===== src/hw/rtl/hsr_pkg.sv =====
// Shared types and constants of the humidity sensor reader.
package hsr_pkg;

	localparam int READ_BYTES       = 6;
	localparam int WRITE_DATA_BYTES = 2;

	localparam int FRAC_BITS   = 20;
	localparam int TEMP_SCALE  = 20000;
	localparam int HUM_SCALE   = 10000;
	localparam int TEMP_OFFSET = 5000;

	localparam logic [7:0] CAL_DATA = 8'h08;

	localparam logic [1:0] ACT_INIT    = 2'd1;
	localparam logic [1:0] ACT_MEASURE = 2'd2;

	localparam logic [2:0] REG_DEVICE_ADDRESS    = 3'd0;
	localparam logic [2:0] REG_MEASURE_COMMAND   = 3'd1;
	localparam logic [2:0] REG_NORMAL_COMMAND    = 3'd2;
	localparam logic [2:0] REG_CALIBRATE_COMMAND = 3'd3;
	localparam logic [2:0] REG_ACK_TIMEOUT       = 3'd4;
	localparam logic [2:0] REG_INIT_WAIT_TICKS   = 3'd5;

	localparam logic [6:0]  RST_DEVICE_ADDRESS    = 7'd56;
	localparam logic [7:0]  RST_MEASURE_COMMAND   = 8'd172;
	localparam logic [7:0]  RST_NORMAL_COMMAND    = 8'd168;
	localparam logic [7:0]  RST_CALIBRATE_COMMAND = 8'd225;
	localparam logic [15:0] RST_ACK_TIMEOUT       = 16'd1000;
	localparam logic [23:0] RST_INIT_WAIT_TICKS   = 24'd300000;

	typedef enum logic [3:0] {
		ST_IDLE = 4'd0,
		ST_STA  = 4'd1,
		ST_STB  = 4'd2,
		ST_TXL  = 4'd3,
		ST_TXH  = 4'd4,
		ST_AKL  = 4'd5,
		ST_AKH  = 4'd6,
		ST_RXL  = 4'd7,
		ST_RXH  = 4'd8,
		ST_MKL  = 4'd9,
		ST_MKH  = 4'd10,
		ST_SPA  = 4'd11,
		ST_SPB  = 4'd12,
		ST_SPC  = 4'd13,
		ST_WAIT = 4'd14
	} step_t;

	typedef enum logic [1:0] {
		KIND_NONE    = 2'd0,
		KIND_INIT    = 2'd1,
		KIND_MEASURE = 2'd2
	} kind_t;

endpackage


===== src/hw/rtl/hsr_in_if.sv =====
// Tick channel into the reader: action and sampled SDA level.
interface hsr_in_if;
	logic       valid;
	logic       ready;
	logic [1:0] action;
	logic       sda_in;

	modport source(output valid, action, sda_in, input ready);
	modport sink(input valid, action, sda_in, output ready);
endinterface


===== src/hw/rtl/hsr_out_if.sv =====
// Result channel of the reader: bus levels, status and last readings.
interface hsr_out_if;
	logic               valid;
	logic               ready;
	logic               scl;
	logic               sda_release;
	logic               busy_res;
	logic               done_res;
	logic               failed;
	logic signed [14:0] temperature_centi;
	logic        [13:0] humidity_centi;

	modport source(output valid, scl, sda_release, busy_res, done_res, failed,
		temperature_centi, humidity_centi, input ready);
	modport sink(input valid, scl, sda_release, busy_res, done_res, failed,
		temperature_centi, humidity_centi, output ready);
endinterface


===== src/hw/rtl/i2c_humidity_sensor_reader_top.sv =====
// Tick-driven I2C master that initializes and reads a temperature/humidity sensor.
//
// in_ch carries one tick per item: an action (plain tick, start init, start
// measurement) and the SDA level sampled in that tick. Each tick is one half-bit
// phase of the bus. For every tick one item leaves on out_ch with the SCL/SDA
// levels to drive during that tick, busy, a one-tick done pulse, the failed flag
// and the last temperature and humidity in hundredths.
// The item passes an input register and a result register, and one tick is taken
// every cycle while out_ch is not stalled. The products of the conversion are
// formed in a register of their own ahead of the result stage, from bytes that
// settle before the stop.
// When out_ch is stalled the result register holds, the input register fills,
// and then in_ch.ready drops until the receiver takes the waiting item.
// Reset returns the sequencer to idle, clears readings and flags, and loads the
// default register values. Registers are written through the APB port at byte
// address 4*index and are meant to change only while no sequence runs.
module i2c_humidity_sensor_reader_top (
	input  logic        clk,
	input  logic        arst_n,
	hsr_in_if.sink      in_ch,
	hsr_out_if.source   out_ch,
	input  logic        psel,
	input  logic        penable,
	input  logic        pwrite,
	input  logic [4:0]  paddr,
	input  logic [31:0] pwdata,
	output logic [31:0] prdata,
	output logic        pready
);

	// configuration registers
	logic [6:0]  dev_addr_q;
	logic [7:0]  cmd_meas_q;
	logic [7:0]  cmd_norm_q;
	logic [7:0]  cmd_cal_q;
	logic [15:0] ack_timeout_q;
	logic [23:0] init_wait_q;

	// input stage
	logic       valid_s1;
	logic [1:0] action_s1;
	logic       sda_in_s1;
	logic       adv;

	// sequencer state
	hsr_pkg::step_t step_q, step_d;
	hsr_pkg::kind_t kind_q, kind_d;
	logic        leg_q, leg_d;
	logic [3:0]  bit_cnt_q, bit_cnt_d;
	logic [2:0]  byte_cnt_q, byte_cnt_d;
	logic [7:0]  shift_q, shift_d;
	logic [15:0] tmo_q, tmo_d;
	logic [23:0] wait_q, wait_d;
	logic        fail_q, fail_d;
	logic signed [14:0] temp_q, temp_d;
	logic [13:0] humid_q, humid_d;
	logic        scl_o, sda_o, done_o, finish;
	logic        rx_we;
	logic [2:0]  rx_idx;

	logic [7:0]  rxb_q [1:hsr_pkg::READ_BYTES-1];

	// conversion
	logic [19:0] t_raw, h_raw;
	logic [34:0] t_full;
	logic [33:0] h_full;
	logic [14:0] t_prod_q;
	logic [13:0] h_prod_q;

	// result stage
	logic               out_valid_q;
	logic               out_scl_q, out_sda_q, out_busy_q, out_done_q, out_fail_q;
	logic signed [14:0] out_temp_q;
	logic [13:0]        out_humid_q;

	function automatic logic [7:0] wr_byte(
		input hsr_pkg::kind_t kind,
		input logic           leg,
		input logic [2:0]     idx,
		input logic [6:0]     dev,
		input logic [7:0]     cmd_norm,
		input logic [7:0]     cmd_cal,
		input logic [7:0]     cmd_meas
	);
		logic [7:0] b;
		b = 8'd0;
		if (idx == 3'd0)
			b = {dev, 1'b0};
		else if (idx == 3'd1)
			b = (kind == hsr_pkg::KIND_INIT) ? (leg ? cmd_cal : cmd_norm) : cmd_meas;
		else if (kind == hsr_pkg::KIND_INIT && leg && idx == 3'd2)
			b = hsr_pkg::CAL_DATA;
		return b;
	endfunction

	// ---------------- configuration port ----------------
	assign pready = 1'b1;

	always_ff @(posedge clk or negedge arst_n) begin
		if (!arst_n) begin
			dev_addr_q    <= hsr_pkg::RST_DEVICE_ADDRESS;
			cmd_meas_q    <= hsr_pkg::RST_MEASURE_COMMAND;
			cmd_norm_q    <= hsr_pkg::RST_NORMAL_COMMAND;
			cmd_cal_q     <= hsr_pkg::RST_CALIBRATE_COMMAND;
			ack_timeout_q <= hsr_pkg::RST_ACK_TIMEOUT;
			init_wait_q   <= hsr_pkg::RST_INIT_WAIT_TICKS;
		end else if (psel && penable && pwrite && pready) begin
			unique case (paddr[4:2])
				hsr_pkg::REG_DEVICE_ADDRESS:    dev_addr_q    <= pwdata[6:0];
				hsr_pkg::REG_MEASURE_COMMAND:   cmd_meas_q    <= pwdata[7:0];
				hsr_pkg::REG_NORMAL_COMMAND:    cmd_norm_q    <= pwdata[7:0];
				hsr_pkg::REG_CALIBRATE_COMMAND: cmd_cal_q     <= pwdata[7:0];
				hsr_pkg::REG_ACK_TIMEOUT:       ack_timeout_q <= pwdata[15:0];
				hsr_pkg::REG_INIT_WAIT_TICKS:   init_wait_q   <= pwdata[23:0];
				default: ;
			endcase
		end
	end

	always_comb begin
		unique case (paddr[4:2])
			hsr_pkg::REG_DEVICE_ADDRESS:    prdata = {25'd0, dev_addr_q};
			hsr_pkg::REG_MEASURE_COMMAND:   prdata = {24'd0, cmd_meas_q};
			hsr_pkg::REG_NORMAL_COMMAND:    prdata = {24'd0, cmd_norm_q};
			hsr_pkg::REG_CALIBRATE_COMMAND: prdata = {24'd0, cmd_cal_q};
			hsr_pkg::REG_ACK_TIMEOUT:       prdata = {16'd0, ack_timeout_q};
			hsr_pkg::REG_INIT_WAIT_TICKS:   prdata = {8'd0, init_wait_q};
			default:                        prdata = 32'd0;
		endcase
	end

	// ---------------- input stage ----------------
	assign adv         = !out_valid_q || out_ch.ready;
	assign in_ch.ready = !valid_s1 || adv;

	always_ff @(posedge clk or negedge arst_n) begin
		if (!arst_n)
			valid_s1 <= 1'b0;
		else if (in_ch.valid && in_ch.ready)
			valid_s1 <= 1'b1;
		else if (adv)
			valid_s1 <= 1'b0;
	end

	always_ff @(posedge clk) begin
		if (in_ch.valid && in_ch.ready) begin
			action_s1 <= in_ch.action;
			sda_in_s1 <= in_ch.sda_in;
		end
	end

	// ---------------- conversion products ----------------
	assign t_raw  = {rxb_q[3][3:0], rxb_q[4], rxb_q[5]};
	assign h_raw  = {rxb_q[1], rxb_q[2], rxb_q[3][7:4]};
	assign t_full = 35'(t_raw) * 35'(hsr_pkg::TEMP_SCALE);
	assign h_full = 34'(h_raw) * 34'(hsr_pkg::HUM_SCALE);

	always_ff @(posedge clk) begin
		t_prod_q <= t_full[34:hsr_pkg::FRAC_BITS];
		h_prod_q <= h_full[33:hsr_pkg::FRAC_BITS];
	end

	// ---------------- sequencer ----------------
	always_ff @(posedge clk or negedge arst_n) begin
		if (!arst_n) begin
			step_q     <= hsr_pkg::ST_IDLE;
			kind_q     <= hsr_pkg::KIND_NONE;
			leg_q      <= 1'b0;
			bit_cnt_q  <= 4'd0;
			byte_cnt_q <= 3'd0;
			shift_q    <= 8'd0;
			tmo_q      <= 16'd0;
			wait_q     <= 24'd0;
			fail_q     <= 1'b0;
			temp_q     <= 15'sd0;
			humid_q    <= 14'd0;
		end else if (valid_s1 && adv) begin
			step_q     <= step_d;
			kind_q     <= kind_d;
			leg_q      <= leg_d;
			bit_cnt_q  <= bit_cnt_d;
			byte_cnt_q <= byte_cnt_d;
			shift_q    <= shift_d;
			tmo_q      <= tmo_d;
			wait_q     <= wait_d;
			fail_q     <= fail_d;
			temp_q     <= temp_d;
			humid_q    <= humid_d;
		end
	end

	always_ff @(posedge clk) begin
		if (valid_s1 && adv && rx_we)
			rxb_q[rx_idx] <= shift_d;
	end

	always_comb begin
		logic [3:0]  bit_inc;
		logic [2:0]  byte_inc;
		logic [16:0] tmo_inc;
		logic [23:0] wait_inc;
		step_d     = step_q;
		kind_d     = kind_q;
		leg_d      = leg_q;
		bit_cnt_d  = bit_cnt_q;
		byte_cnt_d = byte_cnt_q;
		shift_d    = shift_q;
		tmo_d      = tmo_q;
		wait_d     = wait_q;
		fail_d     = fail_q;
		temp_d     = temp_q;
		humid_d    = humid_q;
		finish     = 1'b0;
		rx_we      = 1'b0;
		rx_idx     = byte_cnt_q - 3'd1;
		scl_o      = 1'b1;
		sda_o      = 1'b1;
		bit_inc    = bit_cnt_q + 4'd1;
		byte_inc   = byte_cnt_q + 3'd1;
		tmo_inc    = {1'b0, tmo_q} + 17'd1;
		wait_inc   = wait_q + 24'd1;

		case (step_q)
			hsr_pkg::ST_STB: sda_o = 1'b0;
			hsr_pkg::ST_TXL: begin
				scl_o = 1'b0;
				sda_o = shift_q[7];
			end
			hsr_pkg::ST_TXH: sda_o = shift_q[7];
			hsr_pkg::ST_AKL, hsr_pkg::ST_RXL: scl_o = 1'b0;
			hsr_pkg::ST_MKL: begin
				scl_o = 1'b0;
				sda_o = (byte_cnt_q >= 3'(hsr_pkg::READ_BYTES));
			end
			hsr_pkg::ST_MKH: sda_o = (byte_cnt_q >= 3'(hsr_pkg::READ_BYTES));
			hsr_pkg::ST_SPA: begin
				scl_o = 1'b0;
				sda_o = 1'b0;
			end
			hsr_pkg::ST_SPB: sda_o = 1'b0;
			default: ;
		endcase

		unique case (step_q)
			hsr_pkg::ST_IDLE: begin
				if (action_s1 == hsr_pkg::ACT_INIT || action_s1 == hsr_pkg::ACT_MEASURE) begin
					kind_d     = (action_s1 == hsr_pkg::ACT_INIT) ? hsr_pkg::KIND_INIT
						: hsr_pkg::KIND_MEASURE;
					fail_d     = 1'b0;
					bit_cnt_d  = 4'd0;
					byte_cnt_d = 3'd0;
					leg_d      = 1'b0;
					step_d     = hsr_pkg::ST_STA;
				end
			end
			hsr_pkg::ST_STA: step_d = hsr_pkg::ST_STB;
			hsr_pkg::ST_STB: begin
				byte_cnt_d = 3'd0;
				bit_cnt_d  = 4'd0;
				shift_d    = wr_byte(kind_q, leg_q, 3'd0, dev_addr_q, cmd_norm_q, cmd_cal_q,
					cmd_meas_q) | {7'd0, (kind_q == hsr_pkg::KIND_MEASURE && leg_q)};
				step_d     = hsr_pkg::ST_TXL;
			end
			hsr_pkg::ST_TXL: step_d = hsr_pkg::ST_TXH;
			hsr_pkg::ST_TXH: begin
				shift_d = {shift_q[6:0], 1'b0};
				if (bit_inc >= 4'd8) begin
					bit_cnt_d = 4'd0;
					step_d    = hsr_pkg::ST_AKL;
				end else begin
					bit_cnt_d = bit_inc;
					step_d    = hsr_pkg::ST_TXL;
				end
			end
			hsr_pkg::ST_AKL: begin
				tmo_d  = 16'd0;
				step_d = hsr_pkg::ST_AKH;
			end
			hsr_pkg::ST_AKH: begin
				if (!sda_in_s1) begin
					tmo_d      = 16'd0;
					byte_cnt_d = byte_inc;
					if (kind_q == hsr_pkg::KIND_MEASURE && leg_q) begin
						shift_d   = 8'd0;
						bit_cnt_d = 4'd0;
						step_d    = hsr_pkg::ST_RXL;
					end else if (byte_inc < 3'(2 + hsr_pkg::WRITE_DATA_BYTES)) begin
						shift_d = wr_byte(kind_q, leg_q, byte_inc, dev_addr_q, cmd_norm_q,
							cmd_cal_q, cmd_meas_q);
						step_d  = hsr_pkg::ST_TXL;
					end else begin
						step_d = hsr_pkg::ST_SPA;
					end
				end else if (tmo_inc >= {1'b0, ack_timeout_q}) begin
					tmo_d  = 16'd0;
					fail_d = 1'b1;
					step_d = hsr_pkg::ST_SPA;
				end else begin
					tmo_d = tmo_inc[15:0];
				end
			end
			hsr_pkg::ST_RXL: step_d = hsr_pkg::ST_RXH;
			hsr_pkg::ST_RXH: begin
				shift_d = {shift_q[6:0], sda_in_s1};
				if (bit_inc >= 4'd8) begin
					bit_cnt_d = 4'd0;
					// first read byte is status, only the data bytes are kept
					rx_we     = (byte_cnt_q >= 3'd2)
						&& (byte_cnt_q <= 3'(hsr_pkg::READ_BYTES));
					step_d    = hsr_pkg::ST_MKL;
				end else begin
					bit_cnt_d = bit_inc;
					step_d    = hsr_pkg::ST_RXL;
				end
			end
			hsr_pkg::ST_MKL: step_d = hsr_pkg::ST_MKH;
			hsr_pkg::ST_MKH: begin
				if (byte_cnt_q >= 3'(hsr_pkg::READ_BYTES)) begin
					step_d = hsr_pkg::ST_SPA;
				end else begin
					byte_cnt_d = byte_inc;
					shift_d    = 8'd0;
					step_d     = hsr_pkg::ST_RXL;
				end
			end
			hsr_pkg::ST_SPA: step_d = hsr_pkg::ST_SPB;
			hsr_pkg::ST_SPB: step_d = hsr_pkg::ST_SPC;
			hsr_pkg::ST_SPC: begin
				if (fail_q) begin
					finish = 1'b1;
				end else if (kind_q == hsr_pkg::KIND_INIT) begin
					if (init_wait_q != 24'd0) begin
						wait_d = 24'd0;
						step_d = hsr_pkg::ST_WAIT;
					end else if (!leg_q) begin
						leg_d  = 1'b1;
						step_d = hsr_pkg::ST_STA;
					end else begin
						finish = 1'b1;
					end
				end else if (kind_q == hsr_pkg::KIND_MEASURE && !leg_q) begin
					leg_d  = 1'b1;
					step_d = hsr_pkg::ST_STA;
				end else begin
					if (kind_q == hsr_pkg::KIND_MEASURE) begin
						temp_d  = 15'($signed({1'b0, t_prod_q}) - 16'sd5000);
						humid_d = h_prod_q;
					end
					finish = 1'b1;
				end
			end
			hsr_pkg::ST_WAIT: begin
				wait_d = wait_inc;
				if (wait_inc >= init_wait_q) begin
					if (!leg_q) begin
						leg_d  = 1'b1;
						step_d = hsr_pkg::ST_STA;
					end else begin
						finish = 1'b1;
					end
				end
			end
			default: finish = 1'b1;
		endcase

		if (finish) begin
			step_d = hsr_pkg::ST_IDLE;
			kind_d = hsr_pkg::KIND_NONE;
			leg_d  = 1'b0;
		end
		done_o = finish && (step_q != hsr_pkg::ST_IDLE);
	end

	// ---------------- result stage ----------------
	always_ff @(posedge clk or negedge arst_n) begin
		if (!arst_n)
			out_valid_q <= 1'b0;
		else if (valid_s1 && adv)
			out_valid_q <= 1'b1;
		else if (out_ch.ready)
			out_valid_q <= 1'b0;
	end

	always_ff @(posedge clk) begin
		if (valid_s1 && adv) begin
			out_scl_q   <= scl_o;
			out_sda_q   <= sda_o;
			out_busy_q  <= (step_d != hsr_pkg::ST_IDLE);
			out_done_q  <= done_o;
			out_fail_q  <= fail_d;
			out_temp_q  <= temp_d;
			out_humid_q <= humid_d;
		end
	end

	assign out_ch.valid             = out_valid_q;
	assign out_ch.scl               = out_scl_q;
	assign out_ch.sda_release       = out_sda_q;
	assign out_ch.busy_res          = out_busy_q;
	assign out_ch.done_res          = out_done_q;
	assign out_ch.failed            = out_fail_q;
	assign out_ch.temperature_centi = out_temp_q;
	assign out_ch.humidity_centi    = out_humid_q;

	// ---------------- assertions ----------------
	a_idle_clean: assert property (@(posedge clk) disable iff (!arst_n)
		step_q == hsr_pkg::ST_IDLE |-> kind_q == hsr_pkg::KIND_NONE && !leg_q)
		else $error("idle sequencer holds a sequence kind or leg");

	a_counts: assert property (@(posedge clk) disable iff (!arst_n)
		bit_cnt_q < 4'd8 && byte_cnt_q <= 3'(hsr_pkg::READ_BYTES))
		else $error("bit or byte count out of range");

	a_fail_src: assert property (@(posedge clk) disable iff (!arst_n)
		$rose(fail_q) |-> $past(step_q) == hsr_pkg::ST_AKH)
		else $error("failed set outside an acknowledge wait");

	a_done_idle: assert property (@(posedge clk) disable iff (!arst_n)
		valid_s1 && adv && done_o |=> step_q == hsr_pkg::ST_IDLE && !out_busy_q && out_done_q)
		else $error("done without return to idle");

endmodule

===== src/flat_wrapper.sv =====
// flat-port wrapper written by rule: the top's interface ports become plain ports
module i2c_humidity_sensor_reader_top_flat 
  (clk, arst_n, psel, penable, pwrite, paddr, pwdata, prdata, pready, in_ch_valid, in_ch_action, in_ch_sda_in, in_ch_ready, out_ch_valid, out_ch_scl, out_ch_sda_release, out_ch_busy_res, out_ch_done_res, out_ch_failed, out_ch_temperature_centi, out_ch_humidity_centi, out_ch_ready);
  hsr_in_if in_ch_i ();
  hsr_out_if out_ch_i ();
  input  logic clk;
  input  logic arst_n;
  input  logic psel;
  input  logic penable;
  input  logic pwrite;
  input  logic [4:0] paddr;
  input  logic [31:0] pwdata;
  output logic [31:0] prdata;
  output logic pready;
  input wire logic [$bits(in_ch_i.valid)-1:0] in_ch_valid;
  input wire logic [$bits(in_ch_i.action)-1:0] in_ch_action;
  input wire logic [$bits(in_ch_i.sda_in)-1:0] in_ch_sda_in;
  output wire logic [$bits(in_ch_i.ready)-1:0] in_ch_ready;
  output wire logic [$bits(out_ch_i.valid)-1:0] out_ch_valid;
  output wire logic [$bits(out_ch_i.scl)-1:0] out_ch_scl;
  output wire logic [$bits(out_ch_i.sda_release)-1:0] out_ch_sda_release;
  output wire logic [$bits(out_ch_i.busy_res)-1:0] out_ch_busy_res;
  output wire logic [$bits(out_ch_i.done_res)-1:0] out_ch_done_res;
  output wire logic [$bits(out_ch_i.failed)-1:0] out_ch_failed;
  output wire logic [$bits(out_ch_i.temperature_centi)-1:0] out_ch_temperature_centi;
  output wire logic [$bits(out_ch_i.humidity_centi)-1:0] out_ch_humidity_centi;
  input wire logic [$bits(out_ch_i.ready)-1:0] out_ch_ready;
  assign in_ch_i.valid = in_ch_valid;
  assign in_ch_i.action = in_ch_action;
  assign in_ch_i.sda_in = in_ch_sda_in;
  assign in_ch_ready = in_ch_i.ready;
  assign out_ch_valid = out_ch_i.valid;
  assign out_ch_scl = out_ch_i.scl;
  assign out_ch_sda_release = out_ch_i.sda_release;
  assign out_ch_busy_res = out_ch_i.busy_res;
  assign out_ch_done_res = out_ch_i.done_res;
  assign out_ch_failed = out_ch_i.failed;
  assign out_ch_temperature_centi = out_ch_i.temperature_centi;
  assign out_ch_humidity_centi = out_ch_i.humidity_centi;
  assign out_ch_i.ready = out_ch_ready;
  i2c_humidity_sensor_reader_top u_core (.clk(clk), .arst_n(arst_n), .in_ch(in_ch_i), .out_ch(out_ch_i), .psel(psel), .penable(penable), .pwrite(pwrite), .paddr(paddr), .pwdata(pwdata), .prdata(prdata), .pready(pready));
endmodule

===== config.mk =====
export PLATFORM = sky130hd
export DESIGN_NAME = i2c_humidity_sensor_reader_top_flat
export DESIGN_NICKNAME = d
export VERILOG_FILES = /design/src/hw/rtl/hsr_pkg.sv /design/src/hw/rtl/hsr_in_if.sv /design/src/hw/rtl/hsr_out_if.sv /design/src/hw/rtl/i2c_humidity_sensor_reader_top.sv /design/src/flat_wrapper.sv
export SDC_FILE = /design/constraint.sdc
export NUM_CORES = 1
export LEC_CHECK = 0
export ABC_AREA = 1
export BUFFER_PORTS_ARGS = -buffer_cell sky130_fd_sc_hd__buf_4
export CAP_MARGIN = 0
export CORE_ASPECT_RATIO = 0.75
export CORE_MARGIN = 3
export CORE_UTILIZATION = 45
export CTS_CLUSTER_DIAMETER = 80
export DETAILED_ROUTE_END_ITERATION = 8
export PLACE_DENSITY = 0.62
export SLEW_MARGIN = 20
export SYNTH_ARGS = -nofsm -noshare
export SYNTH_HDL_FRONTEND = slang
export SYNTH_SLANG_ARGS = --single-unit

===== constraint.sdc =====
create_clock -name clk -period 8 [get_ports clk]
set_input_delay 0.8 -clock clk [delete_from_list [all_inputs] [get_ports clk]]
set_output_delay 0.8 -clock clk [all_outputs]
set_load 0.005 [all_outputs]

Yosys cells after proc, flatten, opt, wreduce, memory -nomap -nowiden
Memory sizes are Yosys's and may differ from the RTL's.
Cells that the tools add are included.
{"block": "totals", "register_bits": 231, "latch_bits": 0, "ram_bits": 40, "mem_bits_ro": 0, "in_bits": 47, "output_inout_bits": 69, "elab_cells": 221, "memories": 1}
{"block": "op_classes", "add_sub_neg": 6, "mul": 2, "n_div": 0, "magnitude_cmp": 7, "eq_ne": 37, "shift": 0, "mux": 87, "bitwise": 1, "n_reduce_logical": 50}
{"name": "u_core.rxb_q", "depth": 5, "word_bits": 8, "rd": 5, "rd_ports_with_merged_regs": 0, "write_ports": 1, "line_no": "i2c_humidity_sensor_reader_top.sv:61", "rtl": "logic [7:0] rxb_q [1:hsr_pkg::READ_BYTES-1];"}
{"op": "one-hot mux 24 bit (6 select lines)", "n": 1}
{"op": "two-way mux 4 bit", "n": 19}
{"op": "two-way mux 15 bit", "n": 5}
{"op": "two-way mux 24 bit", "n": 3}
{"op": "two-way mux 8 bit", "n": 9}
{"op": "two-way mux 14 bit", "n": 5}
{"op": "multiplier 20 x 10 -> 30 bit, second input constant", "n": 2}
{"op": "one-hot mux 4 bit (15 select lines)", "n": 1}
{"op": "one-hot mux 24 bit (2 select lines)", "n": 1}
{"op": "one-hot mux 8 bit (5 select lines)", "n": 1}
{"op": "two-way mux 16 bit", "n": 2}
{"op": "one-hot mux 16 bit (2 select lines)", "n": 1}
{"op": "== test 4 bit, second input constant", "n": 7}
{"op": "two-way mux 1 bit", "n": 25}
{"op": "adder 24 x 1 -> 24 bit, second input constant", "n": 1}
{"op": "greater-or-equal comparator 24 bit", "n": 1}
{"op": "nonzero test 24 bit", "n": 1}
{"op": "nonzero test 4 bit", "n": 5}
{"op": "adder 16 x 1 -> 17 bit, second input constant", "n": 1}
{"op": "greater-or-equal comparator 17 x 16 -> 1 bit", "n": 1}
{"op": "== test 4 x 3 -> 1 bit, second input constant", "n": 4}
{"op": "one-hot mux 4 bit (4 select lines)", "n": 1}
{"op": "AND reduction 5 bit", "n": 3}
{"op": "subtractor 15 x 13 -> 15 bit, second input constant", "n": 1}
{"op": "other kinds (40)", "n": 89}

Logic depth before layout (Yosys ltp)
{"block": "depth", "word_depth": 10, "ltp_mapped": 24}

Worst setup path after synthesis
OpenSTA, ideal clock, no wires.
{"block": "synth_path", "kind": "reg-to-reg", "from": "memory u_core.rxb_q[2][1]", "to": "register u_core.h_prod_q[8]", "setup_time_ns": 0.121, "t_arrival_ns": 3.945, "required_ns": 7.879, "setup_slack_ns": 3.935, "path_stages_with_launch": 21, "n_path_buf": 0, "cell_sequence": "edfxtp_1 > fa_1 > ha_1 > inv_1 > fa_1 > inv_1 > ha_1 > inv_1 > fa_1 > inv_1 > ha_1 > a21o_1 > inv_1 > o21ai_0 > nand2_1 > nand2_1 > a21oi_1 > o21ai_0 > nand2_1 > nand2_1 > xor2_1"}
{"item": "start: declaration", "line_no": "i2c_humidity_sensor_reader_top.sv:61"}
{"item": "end signal: assignment", "line_no": "i2c_humidity_sensor_reader_top.sv:160", "rtl": "h_prod_q <= h_full[33:hsr_pkg::FRAC_BITS];"}
{"item": "end: declaration", "line_no": "i2c_humidity_sensor_reader_top.sv:68", "rtl": "logic [13:0] h_prod_q;"}

==> results.md <==
Floorplanning:
- The width of the die is 249 um.
- The core region area is 43600 um2.
- The full die area is 46900 um2.
- For this configuration, the core starts out at a cell density of 0.458.
- In this run the count of I/O pins placed on the die edge is 116.
- The initialized floorplan defines 66 standard-cell rows.
- In this run the vertical extent of the chip is 188 um.

Place:
- The count of buffers added on input and output ports is 96.
- The placed cell area is 21200 um2.
- The HPWL after detailed placement is 37.6 mm.
- The placer congestion estimate is 0.937.

Routing:
- After detailed routing, the number of vias per cell comes to 5.15.
- The first-iteration detailed-routing DRC count is roughly 1100.
- The wire length per cell after detailed routing is 15.4 um.
- The routed layout has 15847 vias.
- The remaining number of nets flagged by the antenna check after routing is 0.
- The first detailed-routing pass ran for 5 iterations.
- Wires add up to 47.3 mm.
- The detailed-route DRC error count is 0.

Logic synthesis:
- The number of enable-type register cells in the synthesized netlist is 77.
- The instance count of the mapped netlist is roughly 2400.
- The predominant post-synthesis flop cell is sky130_fd_sc_hd__dfrtp_1.
- The post-synthesis cell area is 20000 um2.
- The number of flip-flops and latches in the synthesized netlist is 271.
- Yosys printed 0 warnings.
- A synthesized cell averages 8.38 um2.
- The count of cell types in the netlist is 60.
- The share of the Yosys chip area taken by registers is 0.354.
- The fraction of synthesis flops using an asynchronous set or reset pin is 0.609.

Layout:
- The fraction of final layout cells with drive strength greater than 1 is 0.102.
- For this run, the share of the core covered by cells in the final layout is 0.510.
- The relative area change from synthesis to final layout is 11.5%.
- The net count of the finished layout is 2824.
- The final instance area is 22300 um2.
- 0 antenna diodes ended up in the layout.

Power and ir drop:
- The internal portion of the total power is 0.00314 W.
- The proportion of power drawn by flip-flops and latches is 0.406.
- Of the total power, the share spent switching nets is 0.357.
- The leakage power is 11.3 nW.
- IR analysis of the VDD net gives a maximum drop of 0.160 mV.
- Summed over all nets, the switching power comes to 0.00174 W.
- The clock network fraction of total power is 0.294.
- The power density of the placed cells is 219 nW/um2.
- The combinational share of power is 0.300.

CTS:
- The number of levels in the clock H-tree is 1.
- Clock-pin slew was measured on the worst setup and hold paths at approximately 0.070 ns.
- The number of buffers added for setup after CTS is 0.
- The clock sink count is 271.
- The master cell of the clock root buffer is sky130_fd_sc_hd__clkbuf_16.
- The clock tree from TritonCTS is built.
- Clock tree synthesis inserted a total of 31 buffers.
- At the later pin of the worst-skew pair, clock insertion delay measures 0.58 ns.
- The post-cts resize count is 0.
- After clock tree synthesis, the flow added hold-fix buffers numbering 0.
- The buffer depth of the longest clock path is 3.

Timing:
- Subtracting the final worst setup slack from the clock period gives 4.63 ns.
- The final-report hold violation count is 0.
- Clock skew on the completed layout was measured at about 0.022 ns.
- Setup violations remaining at the end of the flow were counted as 0.
- Setup repair after global routing left no endpoint under its margin.
- The part of the cycle the worst path needs is 0.578.
- For the pin with the worst max-slew slack, the measured transition is 1.02 ns.
- Based on the critical path, the design can be clocked at up to 216 MHz.
- Measured against its own limit, the worst slew margin works out to 0.314.
- The number of pins exceeding their max-slew limit in the final report is 0.
- In the final timing run, aggregate negative setup slack is 0 ns.

Setup path:
- On the critical path, the stage with the largest delay is an instance of sky130_fd_sc_hd__edfxtp_1.
- In this design, the critical path's most frequently occurring cell is sky130_fd_sc_hd__inv_1.
- The type of origin of the critical path is a flip-flop.
- For this run, the slowest stage of the critical path takes around 0.53 ns.
- Along the worst path, the maximum fanout reaches 5.
- Traced cell by cell, the critical path runs through fa_1 -> ha_1 -> inv_1 -> fa_1 -> inv_1 -> ha_1 -> inv_1 -> fa_1 -> inv_1 -> ha_1 -> nand2_1 -> inv_1 -> nand2_1 -> nor3_1 -> nand3_1 -> nand3_1 -> a31oi_1 -> xor2_1.
- STA puts the critical path data required time at between 8 and 9 ns.
- The startpoint-to-endpoint class of the critical path is flip-flop to flip-flop.
- The worst setup path is captured at a flip-flop.
- The data arrival time at the worst-slack endpoint is about 5 ns.

Global route:
- The number of global-route vias before repair is 15333.
- The total overflow left after global routing is 0.
- Entering global routing, the biggest net connects 95 pins.
- Across every metal layer, demand over resource in global routing totals 0.202.
- The first global-routing pass estimated 78.5 mm of wire.
- The number of antenna violations at the first check in global routing came to 0.

Outcome:
- The flow ran to the end, and the final reports show no timing, DRC or antenna violations.

Min path:
- The type of the tightest min-delay check is input port to asynchronous set/reset pin.

Run:
- The max-capacitance violation count is 0.
## worst max-delay path, delay by kind of cell, from the launching register on
kind / cells / cell delay (ns)
fa+ha+maj: 6 / 2.47
simple gates: 5 / 0.90
flops: 1 / 0.53
buf+inv: 5 / 0.28
xor+xnor: 1 / 0.17
compound gates: 1 / 0.15
## Yosys cell counts, drive strengths merged, types with 5 or more instances
cell type / number / area share
nor3: 42 / 0.013
inv: 546 / 0.10
xor2: 45 / 0.020
edfxtp: 77 / 0.12
nand4: 29 / 0.0091
o21bai: 5 / 0.0019
o21ai: 222 / 0.058
fa: 92 / 0.092
dfstp: 28 / 0.037
ha: 209 / 0.13
clkbuf: 20 / 0.0038
dfrtp: 137 / 0.17
dfxtp: 29 / 0.029
nand2: 449 / 0.086
xnor2: 11 / 0.0048
buf: 29 / 0.0098
o22ai: 38 / 0.015
o21a: 8 / 0.0030
or2: 6 / 0.0019
o2111ai: 6 / 0.0029
nand3: 80 / 0.020
nor2: 127 / 0.026
o211ai: 6 / 0.0023
a21oi: 91 / 0.023
nor4: 9 / 0.0028
a31oi: 9 / 0.0034
## logic make-up (layout without fill, tap and decap cells)
| group | after synthesis | after routing | synth area share |
|---|---|---|---|
| compound gates | 409 | 409 | 0.120 |
| mux | 1 | 1 | 0.000502 |
| xor+xnor | 56 | 56 | 0.0250 |
| fa+ha+maj | 301 | 301 | 0.223 |
| flops | 271 | 271 | 0.354 |
| buf+inv | 595 | 708 | 0.116 |
| other cells | 2 | 9 | 0.000376 |
| simple gates | 746 | 746 | 0.161 |
## worst paths after layout
kind / startpoint / end / slack, ns / cells after the start
setup / recovery: u_core.rxb_q[4][1] / u_core.t_prod_q[11] / 3.37 / 18
hold / removal: arst_n / u_core.wait_q[22] / 0.29 / 1
setup reg to reg: u_core.rxb_q[4][1] / u_core.t_prod_q[11] / 3.37 / 18
hold reg to reg: u_core.temp_q[4] / u_core.temp_q[4] / 0.48 / 2
max in group asynchronous: arst_n / u_core.temp_q[2] / 6.13 / 2
min in group clk: in_ch_action[1] / u_core.action_s1[1] / 0.40 / 1
## cell usage in the layout, fill, tap and decap left out, drive strengths merged, types with 8 or more instances in the layout
master and n:
nor2 127, edfxtp 77, nand3 80, a31oi 9
fa 92, a21oi 91, nand4 29, buf 104
xnor2 11, o22ai 38, nand2 449, clkbuf 35
dfxtp 29, clkinv 13, conb 9, ha 209
dfrtp 137, o21ai 222, o21a 8, nor4 9
nor3 42, xor2 45, inv 550, dfstp 28
## sequential cells by signal, indices dropped and copies added, names as in the netlist, 7 cells and up
name                             cells
u_core.wait_q                       24
u_core.cmd_meas_q                    8
u_core.cmd_cal_q                     8
u_core.cmd_norm_q                    8
u_core.tmo_q                        16
u_core.shift_q                       8
u_core.out_ch.humidity_centi        14
u_core.out_ch.temperature_centi     15
u_core.ack_timeout_q                16
u_core.dev_addr_q                    7
u_core.h_prod_q                     14
u_core.temp_q                       15
u_core.t_prod_q                     15
u_core.init_wait_q                  24
u_core.humid_q                      14
u_core.rxb_q                        40
## area by class of cell
class,count,area (um2)
Clock inverter,23,225
Sequential cell,271,7060
Multi-Input combinational cell,1522,10600
Inverter,546,2050
Clock buffer,35,811
Tap cell,578,723
Fill cell,4119,21300
Timing Repair Buffer,104,785
## layer usage
| layer | GRT usage | share of wire | vias up |
|---|---|---|---|
| met4 | 0.0413 | 0.020 | 0 |
| met5 | 0 | 0 | - |
| met2 | 0.305 | 0.42 | 427 |
| li1 | - | - | 7808 |
| met3 | 0.0366 | 0.067 | 63 |
| met1 | 0.304 | 0.49 | 7549 |
## through the flow
| stage | cells | hold slack (ns) | worst slack, ns | total power, W |
|---|---|---|---|---|
| floorplan | 2388 | 0.448 | 3.93 | 0.00294 |
| global placement | 3021 | 0.463 | 3.46 | 0.00341 |
| detailed placement | 3021 | 0.466 | 3.44 | 0.00346 |
| CTS | 3079 | 0.335 | 3.41 | 0.00492 |
| global route | 3079 | 0.369 | 3.12 | 0.00521 |
| finish | 3079 | 0.286 | 3.37 | 0.00488 |
## power groups by stage
stage	registers [W]	logic, W	clock network [W]
floorplan	0.00194	0.000993	0
finish	0.00198	0.00146	0.00144
CTS	0.00198	0.00147	0.00147
detailed placement	0.00200	0.00146	0
global route	0.00201	0.00166	0.00153
global placement	0.00199	0.00142	0
No activity file was read; power rests on OpenSTA's default activity.
